### src/rtl/saei_pkg.sv
`timescale 1ns / 1ps

package saei_pkg;

  localparam int MAX_VERTICES = 64;
  localparam int MAX_DEGREE   = 16;
  localparam int WEIGHT_BITS  = 16;

  localparam int VTX_W    = 7;
  localparam int FIELD_DEG_W = 5;
  localparam int EDGE_W   = 10;
  localparam int STATUS_W = 3;
  localparam int IDX_W    = $clog2(MAX_VERTICES);
  localparam int DEG_W    = $clog2(MAX_DEGREE + 1);
  localparam int SLOT_W   = (MAX_DEGREE > 1) ? $clog2(MAX_DEGREE) : 1;
  localparam int ENTRY_W  = IDX_W + WEIGHT_BITS;
  localparam int NBR_DEPTH = MAX_VERTICES * MAX_DEGREE;

  localparam logic [VTX_W-1:0] VC_RESET = VTX_W'(64);

  localparam logic [STATUS_W-1:0] ST_OK     = 3'd0;
  localparam logic [STATUS_W-1:0] ST_SMALL  = 3'd1;
  localparam logic [STATUS_W-1:0] ST_BEYOND = 3'd2;
  localparam logic [STATUS_W-1:0] ST_LOOP   = 3'd3;
  localparam logic [STATUS_W-1:0] ST_DUP    = 3'd4;
  localparam logic [STATUS_W-1:0] ST_FULL   = 3'd5;

  localparam logic CMD_ADD   = 1'b0;
  localparam logic CMD_QUERY = 1'b1;

  typedef enum logic [2:0] {
    S_IDLE,
    S_RDA,
    S_RDB,
    S_LOAD,
    S_SCAN,
    S_SHIFT,
    S_INSERT,
    S_DONE
  } state_t;

  typedef struct packed {
    logic [IDX_W-1:0] rd_addr;
    logic             wr_en;
    logic [IDX_W-1:0] wr_addr;
    logic [DEG_W-1:0] wr_data;
  } deg_req_t;

endpackage

### src/rtl/saei_deg_store.sv
`timescale 1ns / 1ps

module saei_deg_store (
  input  logic                        clk,
  input  logic                        rst,
  input  saei_pkg::deg_req_t          req,
  output logic [saei_pkg::DEG_W-1:0]  rd_data
);

  logic [saei_pkg::DEG_W-1:0] mem [saei_pkg::MAX_VERTICES];
  logic [saei_pkg::MAX_VERTICES-1:0] valid;
  logic [saei_pkg::DEG_W-1:0] q;
  logic                       q_valid;

  always_ff @(posedge clk) begin
    if (req.wr_en) begin
      mem[req.wr_addr] <= req.wr_data;
    end
    q <= mem[req.rd_addr];
  end

  always_ff @(posedge clk) begin
    if (rst) begin
      valid   <= '0;
      q_valid <= 1'b0;
    end else begin
      if (req.wr_en) begin
        valid[req.wr_addr] <= 1'b1;
      end
      q_valid <= valid[req.rd_addr];
    end
  end

  // unwritten entries read as an empty list
  assign rd_data = q_valid ? q : '0;

endmodule

### config.mk
export PLATFORM = sky130hd
export DESIGN_NAME = saei_deg_store
export DESIGN_NICKNAME = d
export VERILOG_FILES = /design/src/rtl/saei_pkg.sv /design/src/rtl/saei_deg_store.sv
export SDC_FILE = /design/constraint.sdc
export NUM_CORES = 1
export LEC_CHECK = 0
export BUFFER_PORTS_ARGS = -buffer_cell sky130_fd_sc_hd__buf_2
export CAP_MARGIN = 20
export CORE_MARGIN = 2
export CORE_UTILIZATION = 47
export CTS_CLUSTER_SIZE = 25
export DETAILED_ROUTE_END_ITERATION = 8
export GPL_ROUTABILITY_DRIVEN = 0
export PLACE_DENSITY_LB_ADDON = 0.15
export SYNTH_ARGS = -nofsm -noshare
export SYNTH_HDL_FRONTEND = slang
export SYNTH_SLANG_ARGS = --single-unit
### constraint.sdc
create_clock -name clk -period 2.24 [get_ports clk]
set_input_delay 0.336 -clock clk [delete_from_list [all_inputs] [get_ports clk]]
set_output_delay 0.336 -clock clk [all_outputs]
set_load 0.005 [all_outputs]
# Yosys cells after proc, flatten, opt, wreduce, memory -nomap -nowiden
# Memory sizes are Yosys's and may differ from the RTL's. A register that Yosys moved wholly into a read port is not among the register bits.
# Index checks and enable logic that the tools add are counted.
[word_totals] rom_bits=0 ff_bits=65 out_inout_bits=5 elab_cells=15 mem_count=1 ram_bits=320 latch_bits=0
[mem_list] name="mem" words=64 word_bits=5 read_ports=1 rd_clocked_by_memory_dff=1 wr=1 line="saei_deg_store.sv:10" source="logic [saei_pkg::DEG_W-1:0] mem [saei_pkg::MAX_VERTICES];"
[classes] bitwise_logic=1 addsub=0 n_reduce_logical=1 n_mux=7 div_mod_pow=0 multipliers=0 shift=0 eq_ne=0 order_cmp=3
[ops] operator="$or A64 B64 Y64" n=1
[ops] operator="$lt A6 B7 Y1 const B" n=2
[ops] operator="$bmux W1 S6" n=1
[ops] operator="$demux W1 S6" n=1
[ops] operator="$ge A6 B1 Y1 const B" n=1
[ops] operator="$mux W5" n=1
[ops] operator="$mux W1" n=4
[ops] operator="$logic_and A1 B1 Y1" n=1

# Logic depth before layout (Yosys ltp)
[depth] word_depth=5 depth_mapped=8 mapped_depth_nobuf=5

# Worst setup path before layout
# No wires, ideal clock.
[synth_path] kind="input -> register" startpoint="in req[12] (netlist bit)" endpoint="reg q[4] (netlist bit), read port of mem" setup_ns=0.131 setup_slack_ns=0.344 arrival_ns=1.765 path_buffers=2 cell_stages=7 path_cell_list="buf_6 > buf_2 > mux4_2 > a22oi_1 > nand3_1 > a31oi_1 > o31ai_1"
[synth_rtl] element="from (decl)" line="saei_deg_store.sv:6" source="input saei_pkg::deg_req_t req,"
[synth_rtl] element="to (decl)" line="saei_deg_store.sv:12" source="logic [saei_pkg::DEG_W-1:0] q;"

==> impl_metrics.prom <==
# TYPE chip_impl_metric gauge
chip_impl_info{name="status",value="finished clean"} 1
chip_impl_metric{name="syn_area_per_cell",unit="µm²"} 17.24
chip_impl_metric{name="num_rows",unit=""} 65
chip_impl_metric{name="via_per_inst",unit=""} 5.857
chip_impl_metric{name="clkPwrFrac",unit="%"} 43.1
chip_impl_metric{name="async_reset_ff_share",unit="%"} 0
chip_impl_metric{name="slew_violations",unit=""} 0
chip_impl_info{name="crit_path_end",value="q[0]"} 1
chip_impl_metric{name="sequential_cell_area",unit="mm²"} 0.01101
chip_impl_metric{name="cts_max_level",unit=""} 2
chip_impl_metric{name="critical_path.max_fanout",unit=""} 1
chip_impl_metric{name="report.final.hold_viol_count",unit=""} 0
chip_impl_metric{name="design.core.area",unit="mm²"} 0.03164
chip_impl_metric{name="post-cts-setup-buffer-count",unit=""} 0
chip_impl_info{name="worst_path_max_delay_cell",value="mux4_2"} 1
chip_impl_metric{name="grt_pass1_wl",unit="µm"} 54870
chip_impl_metric{name="fin_setup_tns",unit="ps"} 0
chip_impl_info{name="rr_endpoint",value="q[0]"} 1
chip_impl_metric{name="die-area",unit="mm²"} 0.03362
chip_impl_metric{name="fp.dieW",unit="µm"} 183.4
chip_impl_metric{name="detail_route.wl_per_cell",unit="µm"} 25.10
chip_impl_metric{name="ios",unit=""} 25
chip_impl_metric{name="mappedNetlistNets",unit=""} 897
chip_impl_metric{name="synth_seq_area_share",unit="%"} 72.81
chip_impl_metric{name="fillCellCount",unit=""} 2398
chip_impl_metric{name="cts-resized-gates",unit=""} 0
chip_impl_metric{name="power.density",unit="mW/mm²"} 861.3
chip_impl_metric{name="timing.critical_path.arrival",unit="ps"} 2310
chip_impl_metric{name="antenna-diode-count",unit=""} 0
chip_impl_info{name="launch_point_of_the_critical_path",value="mem[3][0]"} 1
chip_impl_info{name="cts_tree",value="done"} 1
chip_impl_metric{name="finalNetCount",unit=""} 1038
chip_impl_info{name="start_kind",value="flip-flop"} 1
chip_impl_info{name="worst-setup-path-type",value="reg -> reg"} 1
chip_impl_metric{name="design_area",unit="mm²"} 0.01784
chip_impl_metric{name="number_of_warnings_issued_by_yosys",unit=""} 0
chip_impl_metric{name="antenna_found_initial",unit=""} 0
chip_impl_metric{name="dr_total_vias",unit=""} 8504
chip_impl_metric{name="multi_input_area",unit="mm²"} 0.003855
chip_impl_metric{name="layout_area_growth_over_synthesis",unit="%"} 17.98
chip_impl_info{name="synth_top_area_cell",value="edfxtp_1"} 1
chip_impl_metric{name="finalCritPeriodShare",unit="%"} 84.41
chip_impl_info{name="clock_tree.root_cell",value="clkbuf_16"} 1
chip_impl_metric{name="tightestPinTransition",unit="ps"} 713.5
chip_impl_metric{name="via_count_of_the_first_global_routing_pass",unit=""} 8624
chip_impl_metric{name="post-route-util",unit="%"} 56.39
chip_impl_info{name="reg2reg_from",value="mem[3][0]"} 1
chip_impl_metric{name="intPower",unit="µW"} 12130
chip_impl_metric{name="worst_ir_drop_vdd",unit="µV"} 587.0
chip_impl_info{name="synth.area.top_cells",value="edfxtp_1 64%, mux4_2 14%, dfxtp_1 9.3%"} 1
chip_impl_metric{name="synth_largest_type_area_fraction",unit="%"} 63.54
chip_impl_metric{name="period_minus_slack",unit="ps"} 1891
chip_impl_metric{name="dpl.hpwl",unit="µm"} 24450
chip_impl_metric{name="power.sequential.fraction",unit="%"} 51.5
chip_impl_metric{name="combinationalPowerShare",unit="%"} 5.4
chip_impl_metric{name="floorplan.initialDensity",unit="%"} 47.80
chip_impl_metric{name="cts_hold_buffers",unit=""} 0
chip_impl_metric{name="cts_max_path_buffers",unit=""} 3
chip_impl_metric{name="finalClockSkew",unit="ps"} 15.43
chip_impl_metric{name="critical_path.n_buffers_inverters",unit=""} 0
chip_impl_metric{name="ff2ff_setup_slack",unit="ps"} 350
chip_impl_metric{name="clock_sinks",unit=""} 390
chip_impl_metric{name="die_outline_height",unit="µm"} 183.4
chip_impl_metric{name="wl",unit="µm"} 36440
chip_impl_metric{name="drt_iter0_markers",unit=""} 964
chip_impl_metric{name="drt_pre_antenna_iters",unit=""} 5
chip_impl_info{name="postSynth.topFlopCell",value="edfxtp_1"} 1
chip_impl_metric{name="remaining_drc_errors",unit=""} 0
chip_impl_metric{name="ys_seq_elements",unit=""} 390
chip_impl_info{name="cp_top_family",value="compound AO/OA/AOI/OAI gates"} 1
chip_impl_metric{name="crit_required",unit="ps"} 2660
chip_impl_info{name="unrepaired_setup_endpoints_after_global_routing",value="false"} 1
chip_impl_metric{name="cts_buffers",unit=""} 41
chip_impl_metric{name="detailed_place.area",unit="mm²"} 0.01652
chip_impl_metric{name="antenna_left",unit=""} 0
chip_impl_metric{name="critical_path_cell_count",unit=""} 5
chip_impl_info{name="critical_path.cell_chain",value="mux4_2, nor2b_1, a2111oi_2, a21oi_1, a22o_1"} 1
chip_impl_metric{name="timing.hold.worst_path_depth",unit=""} 2
chip_impl_metric{name="layout_cell_share_with_drive_strength_beyond_1",unit="%"} 30.10
chip_impl_metric{name="timing.slew.headroom",unit="%"} 52.44
chip_impl_info{name="hold_path.class",value="in -> reg"} 1
chip_impl_metric{name="critPathMaxStageDelay",unit="ps"} 520
chip_impl_info{name="synth_most_common_cell",value="edfxtp_1"} 1
chip_impl_metric{name="io_buffers",unit=""} 24
chip_impl_metric{name="clk_pin_slew",unit="ps"} 60
chip_impl_info{name="cp-end-kind",value="flip-flop"} 1
chip_impl_metric{name="synth_enable_flop_cells",unit=""} 320
chip_impl_info{name="synth.top_cells.by_count",value="320 x edfxtp_1, 191 x nor2_1, 97 x mux4_2"} 1
chip_impl_metric{name="max_clock_freq",unit="MHz"} 528.9
chip_impl_metric{name="total_switching_power",unit="µW"} 3235
chip_impl_metric{name="synthCells",unit=""} 877
chip_impl_metric{name="grt_usage",unit="%"} 22.32
chip_impl_metric{name="yosys.cell_types.count",unit=""} 43
chip_impl_metric{name="r2r_cells",unit=""} 5
chip_impl_metric{name="synthesis.area",unit="mm²"} 0.01512
chip_impl_metric{name="static-leakage-power",unit="µW"} 0.005990
chip_impl_metric{name="swShare",unit="%"} 21.05
chip_impl_metric{name="setup-violations-final",unit=""} 0
chip_impl_metric{name="grt_max_degree",unit=""} 65
chip_impl_metric{name="cap_violations",unit=""} 0
chip_impl_metric{name="globalRouteOverflowTotal",unit=""} 0
chip_impl_metric{name="clock_insertion_delay_worst_skew",unit="ps"} 530
-- routing by layer --
metal  vias up  wire, µm  GRT usage [%]
li1       3695         -              -
met1      4423     16080          32.70
met4         0       722          5.280
met3        58      2589          4.210
met2       328     17050          35.08
met5         -         0              0
-- sequential cells by signal, summed over array words and instances (netlist names) --
| register | count |
|---|---|
| mem | 320 |
| q_valid | 1 |
| q | 5 |
| valid | 64 |
-- power groups by stage --
stage / sequential [µW] / combinational (µW) / clock (µW)
6_report: 7920 / 826 / 6620
5_1_grt: 7920 / 877 / 7010
4_1_cts: 7920 / 828 / 6740
3_5_place_dp: 8070 / 825 / 0
3_3_place_gp: 8070 / 812 / 0
2_1_floorplan: 8060 / 441 / 0
-- kinds of logic (layout without fill, tap and decap cells) --
kind of cell / count (synthesis) / in the layout / synth area share, %
mux: 104 / 104 / 14.93
simple gates: 278 / 278 / 7.885
flops: 390 / 390 / 72.81
buf+inv: 49 / 222 / 1.696
compound gates: 56 / 56 / 2.673
-- worst reg2reg max path, delay by kind of cell, from the launching register on --
| kind | cells | cell delay (ps) |
|---|---|---|
| flip-flops | 1 | 370 |
| AO/OA/AOI/OAI | 3 | 720 |
| AND/OR/NAND/NOR | 1 | 170 |
| multiplexers | 1 | 520 |
-- stage by stage --
stage | hold WS, ps | setup slack, ps | power, µW | instances
after floorplan | 434.8 | 344.5 | 8503 | 877
after global placement | 444.2 | 7.098 | 8880 | 1377
after detailed placement | 458.5 | 1.683 | 8895 | 1377
after CTS | 181.8 | 367.7 | 15480 | 1452
after global routing | 206.1 | 336.7 | 15800 | 1452
final | 208.5 | 349.2 | 15370 | 1452
-- layout make-up --
class	instances	area share, %
tap	402	2.819
clock inverter	23	1.143
timing repair buffer	146	6.417
clock buffer	52	6.277
sequential	390	61.72
inverter	1	0.02104
multi-input combinational	438	21.61
-- how the worst min path moves through the flow --
stage,slack (ps),startpoint,endpoint
after floorplan,430,valid[12],valid[12]
after global placement,440,valid[41],valid[41]
after detailed placement,460,valid[4],valid[4]
after CTS,180,rst,valid[8]
after global routing,210,rst,valid[14]
final,210,rst,valid[8]
-- cells in the final DEF (no fill, tap or decap), types with 4 or more instances in the layout --
cell | netlist | routed
a22oi_1 | 5 | 5
a31oi_1 | 4 | 4
and2_1 | 6 | 6
buf_12 | 0 | 8
buf_2 | 13 | 22
buf_4 | 8 | 115
clkbuf_1 | 23 | 8
clkbuf_16 | 0 | 43
clkinv_1 | 0 | 6
clkinv_2 | 0 | 8
dfxtp_1 | 70 | 70
edfxtp_1 | 320 | 320
mux2i_1 | 4 | 4
mux4_2 | 97 | 97
nand2_1 | 15 | 15
nand2b_1 | 11 | 11
nand3_1 | 19 | 19
nand3b_1 | 4 | 4
nor2_1 | 191 | 191
nor2b_1 | 11 | 11
nor3_1 | 12 | 12
o21ai_0 | 5 | 5
o21ba_2 | 4 | 4
o22ai_1 | 16 | 16
Power figures use the tool's default switching activity.
